**config.mk**
```make
export PLATFORM = sky130hd
export DESIGN_NAME = block_bitmap_allocator_top
export DESIGN_NICKNAME = d
export VERILOG_FILES = /design/src/sv/bba_pkg.sv /design/src/sv/bba_datapath.sv /design/src/sv/bba_ctrl.sv /design/src/sv/block_bitmap_allocator_top.sv
export SDC_FILE = /design/constraint.sdc
export NUM_CORES = 2
export LEC_CHECK = 0
export BUFFER_PORTS_ARGS = -buffer_cell sky130_fd_sc_hd__buf_2
export CAP_MARGIN = 20
export CORE_UTILIZATION = 50
export CTS_CLUSTER_SIZE = 10
export DETAILED_ROUTE_END_ITERATION = 8
export GPL_ROUTABILITY_DRIVEN = 1
export HOLD_SLACK_MARGIN = 0.1
export PLACE_DENSITY_LB_ADDON = 0.05
export SETUP_SLACK_MARGIN = 0.4
export SLEW_MARGIN = 5
export SYNTH_ARGS = -nofsm -noshare
export SYNTH_HDL_FRONTEND = slang
export SYNTH_SLANG_ARGS = --single-unit
```
**constraint.sdc**
```tcl
create_clock -name aclk -period 30.9 [get_ports aclk]
set_input_delay 0 -clock aclk [delete_from_list [all_inputs] [get_ports aclk]]
set_output_delay 0 -clock aclk [all_outputs]
set_load 0.02 [all_outputs]
```
**src/sv/bba_pkg.sv**
```systemverilog
package bba_pkg;

    localparam int MAX_BLOCKS  = 4096;
    localparam int WORD_BITS   = 32;
    localparam int MAP_WORDS   = (MAX_BLOCKS + WORD_BITS - 1) / WORD_BITS;
    localparam int WORD_AW     = $clog2(MAP_WORDS);
    localparam int BIT_AW      = $clog2(WORD_BITS);
    localparam int BLK_W       = 12;
    localparam int CNT_W       = 13;
    localparam int COUNT_RESET = 4096;

    localparam logic OP_ALLOC = 1'b0;
    localparam logic OP_FREE  = 1'b1;

    typedef enum logic [1:0] {
        ST_OK          = 2'd0,
        ST_FULL        = 2'd1,
        ST_DOUBLE_FREE = 2'd2,
        ST_RANGE       = 2'd3
    } status_t;

    // controller to datapath
    typedef struct packed {
        logic start;
        logic read;
        logic finish_early;
        logic finish_scan;
    } cmd_t;

    // datapath to controller
    typedef struct packed {
        logic early_done;
        logic is_free;
        logic hit;
        logic last;
        logic out_free;
    } sts_t;

endpackage

```
**src/sv/bba_datapath.sv**
```systemverilog
module bba_datapath (
    input  logic                       aclk,
    input  logic                       aresetn,
    input  bba_pkg::cmd_t              cmd,
    output bba_pkg::sts_t              sts,
    input  logic                       in_opcode,
    input  logic [bba_pkg::BLK_W-1:0]  in_block,
    input  logic                       cfg_valid,
    input  logic [bba_pkg::CNT_W-1:0]  cfg_data,
    output logic                       out_valid,
    input  logic                       out_ready,
    output logic [bba_pkg::BLK_W-1:0]  out_block,
    output logic [1:0]                 out_status
);
    import bba_pkg::*;

    logic [CNT_W-1:0]     count_reg;
    logic [CNT_W-1:0]     limit;
    logic                 op_reg;
    logic [BLK_W-1:0]     blk_reg;
    logic [WORD_AW-1:0]   addr_reg;
    logic [WORD_AW-1:0]   eval_reg;
    logic [WORD_BITS-1:0] mem [MAP_WORDS];
    logic [MAP_WORDS-1:0] row_vld_reg;
    logic [WORD_BITS-1:0] rd_data_reg;
    logic                 rd_vld_reg;
    logic [WORD_BITS-1:0] word_eff;
    logic [CNT_W-1:0]     eval_end;
    logic [BIT_AW-1:0]    tail;
    logic [WORD_BITS-1:0] mask;
    logic [WORD_BITS-1:0] free_vec;
    logic [BIT_AW-1:0]    idx;
    logic                 hit;
    logic                 last;
    logic                 out_of_range;
    logic                 bit_used;
    logic                 wr_en;
    logic [WORD_BITS-1:0] wr_data;
    logic [BLK_W-1:0]     res_block;
    status_t              res_status;
    logic                 out_valid_reg;
    logic                 out_valid_next;
    logic [BLK_W-1:0]     out_block_reg;
    status_t              out_status_reg;
    logic                 finish;

    // block count register
    always_ff @(posedge aclk) begin
        if (!aresetn) begin
            count_reg <= CNT_W'(COUNT_RESET);
        end else if (cfg_valid) begin
            count_reg <= cfg_data;
        end
    end

    assign limit = (count_reg > CNT_W'(MAX_BLOCKS)) ? CNT_W'(MAX_BLOCKS) : count_reg;

    // request capture
    always_ff @(posedge aclk) begin
        if (cmd.start) begin
            op_reg  <= in_opcode;
            blk_reg <= in_block;
        end
    end

    // read address and word under test
    always_ff @(posedge aclk) begin
        if (cmd.start) begin
            addr_reg <= (in_opcode == OP_FREE) ? in_block[BLK_W-1:BIT_AW] : '0;
        end else if (cmd.read) begin
            addr_reg <= addr_reg + WORD_AW'(1);
            eval_reg <= addr_reg;
        end
    end

    // bitmap memory, registered read
    always_ff @(posedge aclk) begin
        if (cmd.read) begin
            rd_data_reg <= mem[addr_reg];
            rd_vld_reg  <= row_vld_reg[addr_reg];
        end
        if (wr_en) begin
            mem[eval_reg] <= wr_data;
        end
    end

    // row valid bits, unwritten rows read as all free
    always_ff @(posedge aclk) begin
        if (!aresetn) begin
            row_vld_reg <= '0;
        end else if (wr_en) begin
            row_vld_reg[eval_reg] <= 1'b1;
        end
    end

    assign word_eff = rd_vld_reg ? rd_data_reg : '0;

    // bits of this word that lie below the limit
    assign eval_end = CNT_W'({eval_reg, BIT_AW'(0)}) + CNT_W'(WORD_BITS);
    assign last     = (eval_end >= limit);
    assign tail     = limit[BIT_AW-1:0];
    assign mask     = (last && (tail != '0)) ? ((WORD_BITS'(1) << tail) - WORD_BITS'(1)) : '1;
    assign free_vec = ~word_eff & mask;
    assign hit      = |free_vec;

    // lowest free bit
    always_comb begin
        idx = '0;
        for (int i = WORD_BITS - 1; i >= 0; i--) begin
            if (free_vec[i]) begin
                idx = BIT_AW'(i);
            end
        end
    end

    assign out_of_range = ({1'b0, blk_reg} >= limit);
    assign bit_used     = word_eff[blk_reg[BIT_AW-1:0]];

    // result and write-back
    always_comb begin
        wr_en      = 1'b0;
        wr_data    = word_eff;
        res_block  = '0;
        res_status = ST_OK;
        if (cmd.finish_early) begin
            res_status = (op_reg == OP_FREE) ? ST_RANGE : ST_FULL;
        end else if (op_reg == OP_FREE) begin
            if (bit_used) begin
                wr_en   = cmd.finish_scan;
                wr_data = word_eff & ~(WORD_BITS'(1) << blk_reg[BIT_AW-1:0]);
            end else begin
                res_status = ST_DOUBLE_FREE;
            end
        end else if (hit) begin
            wr_en     = cmd.finish_scan;
            wr_data   = word_eff | (WORD_BITS'(1) << idx);
            res_block = {eval_reg, idx};
        end else begin
            res_status = ST_FULL;
        end
    end

    assign finish = cmd.finish_early | cmd.finish_scan;

    // output register
    always_comb begin
        out_valid_next = out_valid_reg;
        if (finish) begin
            out_valid_next = 1'b1;
        end else if (out_ready) begin
            out_valid_next = 1'b0;
        end
    end

    always_ff @(posedge aclk) begin
        if (!aresetn) begin
            out_valid_reg <= 1'b0;
        end else begin
            out_valid_reg <= out_valid_next;
        end
    end

    always_ff @(posedge aclk) begin
        if (finish) begin
            out_block_reg  <= res_block;
            out_status_reg <= res_status;
        end
    end

    assign out_valid  = out_valid_reg;
    assign out_block  = out_block_reg;
    assign out_status = out_status_reg;

    // status to controller
    assign sts.early_done = (op_reg == OP_FREE) ? out_of_range : (limit == '0);
    assign sts.is_free    = (op_reg == OP_FREE);
    assign sts.hit        = hit;
    assign sts.last       = last;
    assign sts.out_free   = !out_valid_reg || out_ready;

endmodule

```
**src/sv/bba_ctrl.sv**
```systemverilog
module bba_ctrl (
    input  logic          aclk,
    input  logic          aresetn,
    input  logic          in_valid,
    output logic          in_ready,
    input  bba_pkg::sts_t sts,
    output bba_pkg::cmd_t cmd
);
    import bba_pkg::*;

    typedef enum logic [2:0] {
        S_IDLE  = 3'b001,
        S_FETCH = 3'b010,
        S_SCAN  = 3'b100
    } state_t;

    state_t state_reg;
    state_t state_next;
    logic   scan_end;

    // a free ends on its one word, an allocate on a hit or the last word
    assign scan_end = sts.is_free || sts.hit || sts.last;

    // next state and commands
    always_comb begin
        state_next = state_reg;
        cmd        = '0;
        in_ready   = 1'b0;
        case (state_reg)
            S_IDLE: begin
                in_ready = 1'b1;
                if (in_valid) begin
                    cmd.start  = 1'b1;
                    state_next = S_FETCH;
                end
            end
            S_FETCH: begin
                if (sts.early_done) begin
                    if (sts.out_free) begin
                        cmd.finish_early = 1'b1;
                        state_next       = S_IDLE;
                    end
                end else begin
                    cmd.read   = 1'b1;
                    state_next = S_SCAN;
                end
            end
            S_SCAN: begin
                if (scan_end) begin
                    if (sts.out_free) begin
                        cmd.finish_scan = 1'b1;
                        state_next      = S_IDLE;
                    end
                end else begin
                    cmd.read = 1'b1;
                end
            end
            default: begin
                state_next = S_IDLE;
            end
        endcase
    end

    always_ff @(posedge aclk) begin
        if (!aresetn) begin
            state_reg <= S_IDLE;
        end else begin
            state_reg <= state_next;
        end
    end

endmodule

```
**src/sv/block_bitmap_allocator_top.sv**
```systemverilog
// channel   | direction | handshake          | contents
// s_        | in        | s_tvalid/s_tready  | tuser: opcode; tdata: block_number
// m_        | out       | m_tvalid/m_tready  | tdata: allocated_block, status
// cfg_      | in        | cfg_valid/cfg_ready| block_count
//
// a free reads only the word that holds its block; an allocate scans from word 0
// up to its first hit or the last word under min(count, 4096), through the one-word
// read port of the bitmap memory, which the scan walks one word per cycle.
// a free out of range, or an allocate at a count of 0, ends without reading the bitmap.
// reset marks every block free at once through per-row valid bits, no clearing pass.
// a finished result waits in the output register; the block stalls at its
// next finish only while that register is still full.
module block_bitmap_allocator_top (
    input  logic        aclk,
    input  logic        aresetn,
    input  logic        s_tvalid,
    output logic        s_tready,
    input  logic [15:0] s_tdata,   // [11:0] block_number, [15:12] zero
    input  logic [0:0]  s_tuser,   // [0] opcode
    output logic        m_tvalid,
    input  logic        m_tready,
    output logic [15:0] m_tdata,   // [11:0] allocated_block, [13:12] status, [15:14] zero
    input  logic        cfg_valid,
    output logic        cfg_ready,
    input  logic [12:0] cfg_data
);
    import bba_pkg::*;

    cmd_t             cmd;
    sts_t             sts;
    logic [BLK_W-1:0] out_block;
    logic [1:0]       out_status;

    // control
    bba_ctrl u_ctrl (
        .aclk     (aclk),
        .aresetn  (aresetn),
        .in_valid (s_tvalid),
        .in_ready (s_tready),
        .sts      (sts),
        .cmd      (cmd)
    );

    // bitmap and result path
    bba_datapath u_dp (
        .aclk       (aclk),
        .aresetn    (aresetn),
        .cmd        (cmd),
        .sts        (sts),
        .in_opcode  (s_tuser[0]),
        .in_block   (s_tdata[BLK_W-1:0]),
        .cfg_valid  (cfg_valid),
        .cfg_data   (cfg_data),
        .out_valid  (m_tvalid),
        .out_ready  (m_tready),
        .out_block  (out_block),
        .out_status (out_status)
    );

    assign cfg_ready = 1'b1;
    assign m_tdata   = {2'b00, out_status, out_block};

endmodule

```
### Yosys cells after proc, flatten, opt, wreduce, memory -nomap -nowiden

Memories as Yosys holds them, arrays and structs flattened. A register that Yosys moved wholly into a read port is not among the register bits.
Index checks and enable logic that the tools add are counted.

* register bits: 187
* memory bits (writable): 4096
* input port bits: 35
* logic and storage cells: 131
* memories kept: 1

* $add $sub $neg: 3
* order comparisons: 7
* eq/ne operators: 5
* shift operators: 3
* multiplexer cells: 78
* bitwise gates (word level): 9
* reductions and logical operators: 14

Memory list
* u_dp.mem: words 128, bits a word 32, read ports 1, clocked after memory_dff 1, wr ports 1, line bba_datapath.sv:23 `logic [WORD_BITS-1:0] mem [MAP_WORDS];`

Operators with widths (number)
* 32-bit 2-to-1 mux: 6
* 5-bit 2-to-1 mux: 32
* 128-bit bitwise OR: 1
* 1-bit by 5-bit left shift with 32-bit output (first input constant): 3
* 32-bit bitwise AND: 2
* 32-bit NOT: 2
* 32-bit bitwise OR: 1
* 32-bit OR reduction: 1
* 32-bit by 1-bit subtractor with 32-bit output (second input constant): 1
* 1-bit 2-to-1 mux: 23
* 7-bit 2-to-1 mux: 3
* 7-bit by 8-bit < comparator with 1-bit output (second input constant): 2
* 12-bit by 6-bit adder with 13-bit output (second input constant): 1
* 12-bit by 13-bit greater-or-equal comparator with 1-bit output: 1
* 13-bit greater-or-equal comparator: 1
* 13-bit greater-than comparator (second input constant): 1
* 13-bit zero test: 1
* 13-bit 2-to-1 mux: 1
* 3-bit 2-to-1 mux: 4
* 3-bit one-hot mux with 3 select lines: 1
* 2-bit 2-to-1 mux: 4
* 7-bit by 1-bit adder with 7-bit output (second input constant): 1
* 1-bit binary-select mux with 7-bit select: 1
* 1-bit demux with 7-bit select: 1
* other kinds (18): 24

### Logic depth before layout (Yosys ltp)

* word-level depth: 43
* mapped depth: 20

### Modules after synthesis

From an unflattened synthesis, not the netlist that was laid out.

* cell total of the unflattened synthesis: 7256
* area total of the unflattened synthesis: 168037.4 µm²

By module, submodules not included
* bba_datapath: times used 1, cells an instance 7226, area an instance 167778.4 µm²
* bba_ctrl: times used 1, cells an instance 25, area an instance 229.0 µm²
* block_bitmap_allocator_top: times used 1, cells an instance 5, area an instance 30.0 µm²

### Least setup slack after synthesis

Ideal clock, no wire load.

* path kind: reg-to-reg
* from: reg u_dp.eval_reg[3]
* to: mem u_dp.mem[0][4] (data pin)
* setup time: 1.241 ns
* arrival time: 8.937 ns
* data required time: 29.659 ns
* setup slack: 20.723 ns
* stages on the path, launching flop included: 17
* buffers on the path: 2
* clock period less this slack: 10.177 ns
* path through: edfxtp_1 > and2_1 > clkbuf_1 > nand3_1 > nor2_1 > ha_1 > a21oi_1 > o21a_1 > clkbuf_1 > nor2_1 > a211o_1 > a22oi_1 > or4b_2 > o211ai_1 > o221ai_1 > nand3_1 > o32ai_1

* word-level cells in the longest chain between the ends: 42

RTL lines
* from (decl): line bba_datapath.sv:22 `logic [WORD_AW-1:0] eval_reg;`
* from (signal assigned): line bba_datapath.sv:72 `eval_reg <= addr_reg;`
* 12-bit by 6-bit adder with 13-bit output *: line bba_datapath.sv:99 `assign eval_end = CNT_W'({eval_reg, BIT_AW'(0)}) + CNT_W'(WORD_BITS);`
* 13-bit greater-or-equal comparator *: line bba_datapath.sv:100 `assign last = (eval_end >= limit);`
* 1-bit logical AND *: line bba_datapath.sv:102 `assign mask = (last && (tail != '0)) ? ((WORD_BITS'(1) << tail) - WORD_BITS'(1)) : '1;`
* 32-bit 2-to-1 mux *: line bba_datapath.sv:102
* 32-bit bitwise AND *: line bba_datapath.sv:103 `assign free_vec = ~word_eff & mask;`
* 5-bit 2-to-1 mux (32 in a row): line bba_datapath.sv:110 `if (free_vec[i]) begin`
* 1-bit by 5-bit left shift with 32-bit output: line bba_datapath.sv:136 `wr_data = word_eff | (WORD_BITS'(1) << idx);`
* 32-bit bitwise OR: line bba_datapath.sv:136
* 32-bit 2-to-1 mux *: line bba_datapath.sv:134 `end else if (hit) begin`
* 32-bit 2-to-1 mux *: line bba_datapath.sv:127 `end else if (op_reg == OP_FREE) begin`
* 32-bit 2-to-1 mux *: line bba_datapath.sv:125 `if (cmd.finish_early) begin`
* named net u_dp.wr_data[4]: line bba_datapath.sv:38 `logic [WORD_BITS-1:0] wr_data;`
* to (decl): line bba_datapath.sv:23

The timed path passes the listed nets; every way through them passes the cells marked *.

### Final worst setup path

* from: reg u_dp.count_reg[0]
* to: mem u_dp.mem[106][26], enable pin

* word-level cells in the longest chain between the ends: 16

RTL lines
* from (decl): line bba_datapath.sv:17 `logic [CNT_W-1:0] count_reg;`
* from (signal assigned): line bba_datapath.sv:50 `count_reg <= CNT_W'(COUNT_RESET);`
* from (signal assigned): line bba_datapath.sv:52 `count_reg <= cfg_data;`
* 13-bit greater-than comparator: line bba_datapath.sv:56 `assign limit = (count_reg > CNT_W'(MAX_BLOCKS)) ? CNT_W'(MAX_BLOCKS) : count_reg;`
* 13-bit 2-to-1 mux *: line bba_datapath.sv:56
* 1-bit by 5-bit left shift with 32-bit output, or another cell as far along: line bba_datapath.sv:102
* 32-bit by 1-bit subtractor with 32-bit output or 1-bit logical AND (tied branches): line bba_datapath.sv:102
* 32-bit 2-to-1 mux: line bba_datapath.sv:102
* 32-bit bitwise AND: line bba_datapath.sv:103
* 32-bit OR reduction: line bba_datapath.sv:104 `assign hit = |free_vec;`
* 1-bit logical OR (2 in a row): line bba_ctrl.sv:22 `assign scan_end = sts.is_free || sts.hit || sts.last;`
* 1-bit 2-to-1 mux: line bba_ctrl.sv:49 `if (scan_end) begin`
* 1-bit 2-to-1 mux: line bba_ctrl.sv:29 `case (state_reg)`
* 1-bit 2-to-1 mux, on equally long branches: line bba_datapath.sv:134, bba_datapath.sv:128
* 1-bit 2-to-1 mux: line bba_datapath.sv:127
* 1-bit 2-to-1 mux *: line bba_datapath.sv:125
* 1-bit 2-to-1 mux *: line bba_datapath.sv:82 `if (wr_en) begin`
* 1-bit 2-to-1 mux (implied by the code) *: line bba_datapath.sv:83 `mem[eval_reg] <= wr_data;`

Every way passes the cells marked *; elsewhere a longest branch is shown, timed or not.

==> summary.txt <==
Worst setup path
  – Max FO, Critical Path: 21
  – Worst path max stage delay: 1150 ps
  – Register-to-Register Path Depth: 15
  – RR Startpoint: u_dp.count_reg[0]
  – Critical path, cell by cell: nor2_1, a21o_1, clkinv_2, ha_1, a21boi_1, a211oi_1, o32ai_1, a22o_1, nor4_4, nand3_2, nor3_1, or4_2, buf_4, nor2_4, buf_4
  – Worst reg2reg endpoint: u_dp.mem[106][26]
  – CP Buf/Inv Count: 3
  – Worst R2R Setup Slack: 23010 ps
  – WS Path Type: reg -> reg
  – Slowest CP cell: or4_2
  – Kind of cell adding the most delay to the critical path: simple AND/OR/NAND/NOR gates
  – Crit. End Element: register
  – Cell mode on critical path: buf_4
  – CP arrival: 8490 ps
  – Worst endpoint required time: 31500 ps
  – Startpoint Class: register

Detailed routing
  – Final ANT Viol Nets: 0
  – Final WL: 460 mm
  – DR pass1 iterations: 5
  – Drt via density: 6.57
  – WL per Instance: 37.8 um
  – # DRC: 0
  – Initial drt markers: 10000
  – Vias: 80000

Final layout
  – Nets: 7625
  – Register Area: 128000 sq um
  – Layout cells sized above 1: 0.319
  – Multi-input gate area: 39000 sq um
  – Area Growth Syn to Fin: 13.1%
  – Max reg flops: 4096
  – FILL cells: 24300

Logic synthesis
  – Mux contribution to synthesized area: 0.191
  – EDFF count, synth: 4170
  – Netlist cell types: 101
  – Register area share after synthesis: 0.765
  – Main synth FF type: edfxtp_1
  – Ys Warns: 0
  – Yosys top cell area share: 0.748
  – Synth Area in Compound Gates: 0.0177
  – Synth Area in XOR/XNOR: 0.000732
  – Synth top area cells: edfxtp_1 (75%), mux4_2 (19%), dfxtp_1 (1.7%), clkbuf_1 (0.61%), o21a_1 (0.56%)
  – Top-count cell post-synth: edfxtp_1
  – Synth Register Bits: 4315
  – Async S/R FF share, synth: 0
  – Main combinational cell family by area after synthesis: multiplexers
  – Synth Area in Simple Gates: 0.0138
  – Post-Synth Adder-Cell Area: 0.00164
  – Mapped Cells: 7073
  – Mapped Avg Cell Area: 23.7 sq um
  – Synth cell count leaders: edfxtp_1 (4170), mux4_2 (1394), clkbuf_1 (270)
  – Mapped Area: 167000 sq um
  – Area leader, netlist: edfxtp_1

STA
  – Fin crit share: 0.255
  – Slew @ Worst Pin: 1120 ps
  – Final Critical Period: 7890 ps
  – Setup TNS: 0 ps
  – Fin. max-slew vios: 0
  – Clk_skew: 48.8 ps
  – Worst slew margin: 0.252
  – Count of final setup violators: 0
  – Fin. Hold Viols: 0
  – FMAX: 127 MHz
  – RSZ-0062 raised after global routing: no

Run
  – Maxcap violations: 0

Outcome
  – Outcome: finished, final reports clean

Floorplan
  – Initial core utilization: 0.502
  – I/O pin total: 54
  – Die width: 581 um
  – Cell Rows: 212
  – Die Height: 581 um
  – Core area: 333000 sq um
  – Die area: 337000 sq um

Clock network
  – # H-tree levels: 5
  – TritonCTS Sinks: 4315
  – Clock Latency Late Sink: 990 ps
  – Total setup buffers inserted after CTS: 0
  – CTS tree: done
  – CTS clock-pin slew for the worst setup and hold paths: 60 ps
  – TritonCTS Buffers: 478
  – CTS Hold Buffers Added: 84
  – Root buf cell: clkbuf_16
  – Clock buffer depth: 4
  – Post-CTS sizing: 0

GRT
  – Global-route wire length before repair: 639 mm
  – Met3 usage: 0.0445
  – GRT Overall Usage: 0.274
  – Grt total ovfl: 0
  – Busiest grt layer: met1
  – Met2 track demand over resource: 0.410
  – Vias in the first global route: 80500
  – Met1 Use GR: 0.427
  – Antenna violations before repair: 61
  – Pin count of the biggest net entering global routing: 118

Power and ir drop
  – Peak VDD IR: 0.0516 mV
  – Power Density: 66.2 nW/um^2
  – Tot Pwr: 12.5 mW
  – Leakage power total: 58.4 nW

Min path
  – Hold EP: u_ctrl.state_reg[1]
  – Min-delay src: s_tvalid
  – HP Class: in -> reg
  – Hold path depth: 4

Placed design
  – Port bufs: 46
  – Dpl hpwl: 248 mm
  – Routability cong.: 0.873
cells by family (layout without fill, tap and decap cells):
group | after synthesis | in the layout
AND/OR/NAND/NOR | 458 | 458
multiplexers | 1445 | 1445
flip-flops | 4315 | 4315
adder cells (fa/ha/maj) | 22 | 22
buffers and inverters | 425 | 1135
AO/OA/AOI/OAI | 392 | 392
XOR/XNOR | 14 | 14
other | 2 | 20
worst max path at each step:
stage                                  from                 to  slack (ps)  depth (start not counted)
after global routing      u_dp.count_reg[0]  u_dp.mem[106][30]       22650                         15
after detailed placement  u_dp.count_reg[0]   u_dp.mem[90][14]       23090                         15
after CTS                 u_dp.count_reg[0]   u_dp.mem[63][14]       23070                         15
after floorplan            u_dp.eval_reg[3]     u_dp.mem[0][4]       20720                         16
final                     u_dp.count_reg[0]  u_dp.mem[106][26]       23010                         15
after global placement    u_dp.count_reg[0]  u_dp.mem[106][17]       23130                         15
cell usage in the layout, fill, tap and decap left out, drive strengths merged, types with 5 or more instances in the layout:
cell type    count
inv             29
nor2b           12
ha              22
o22ai           25
mux2            35
nor4            33
nand3b           6
clkbuf         663
dfxtp          145
xnor2           10
a21o            13
nor2           177
mux2i           16
nand4            6
clkinv          20
o31ai           28
dlygate4sd3     84
nand3           20
o311ai           7
nand2          107
o21ai           37
and2            19
a22oi            7
diode           17
edfxtp        4170
mux4          1394
buf            337
or2              8
o21a           125
or3              5
o32ai            6
nor3            21
a211o            7
o211ai          14
o221ai           6
a21oi           52
a211oi          19
nand2b          19
stage by stage:
stage	area, sq um	hold slack, ps	instances	setup slack, ps	utilization
6_report	189000	250	12200	23010	0.568
2_1_floorplan	167000	98.9	7074	20720	-
4_1_cts	189000	160	12200	23070	0.567
5_1_grt	189000	296	12200	22650	0.568
3_3_place_gp	175000	181	11400	23130	0.525
3_5_place_dp	175000	179	11400	23090	0.525
worst register-to-register path, delay by kind of cell, from the launching register on:
| kind | cells | cell delay [ps] |
|---|---|---|
| adder cells (fa/ha/maj) | 1 | 610 |
| AO/OA/AOI/OAI | 5 | 2010 |
| AND/OR/NAND/NOR | 6 | 2740 |
| flip-flops | 1 | 910 |
| buffers and inverters | 3 | 1240 |
layer usage:
metal | share of wire | up-vias
met5 | 0.00011 | -
met4 | 0.023 | 8
met3 | 0.080 | 515
met2 | 0.46 | 3334
met1 | 0.44 | 44600
li1 | - | 31500
final cells by class:
class | instances | share of cell area
Sequential cell | 4315 | 0.677
Multi-Input combinational cell | 2334 | 0.206
Clock buffer | 663 | 0.0678
Tap cell | 4387 | 0.0290
Timing Repair Buffer | 421 | 0.0181
Clock inverter | 33 | 0.00190
Inverter | 18 | 0.000377
Antenna cell | 17 | 0.000225
report_power, final:
part / internal, mW / total, mW / switching (mW)
clock network: 2.84 / 5.00 / 2.16
logic: 0.488 / 1.16 / 0.668
registers: 6.38 / 6.38 / 0.00865
Power figures use the tool's default switching activity.
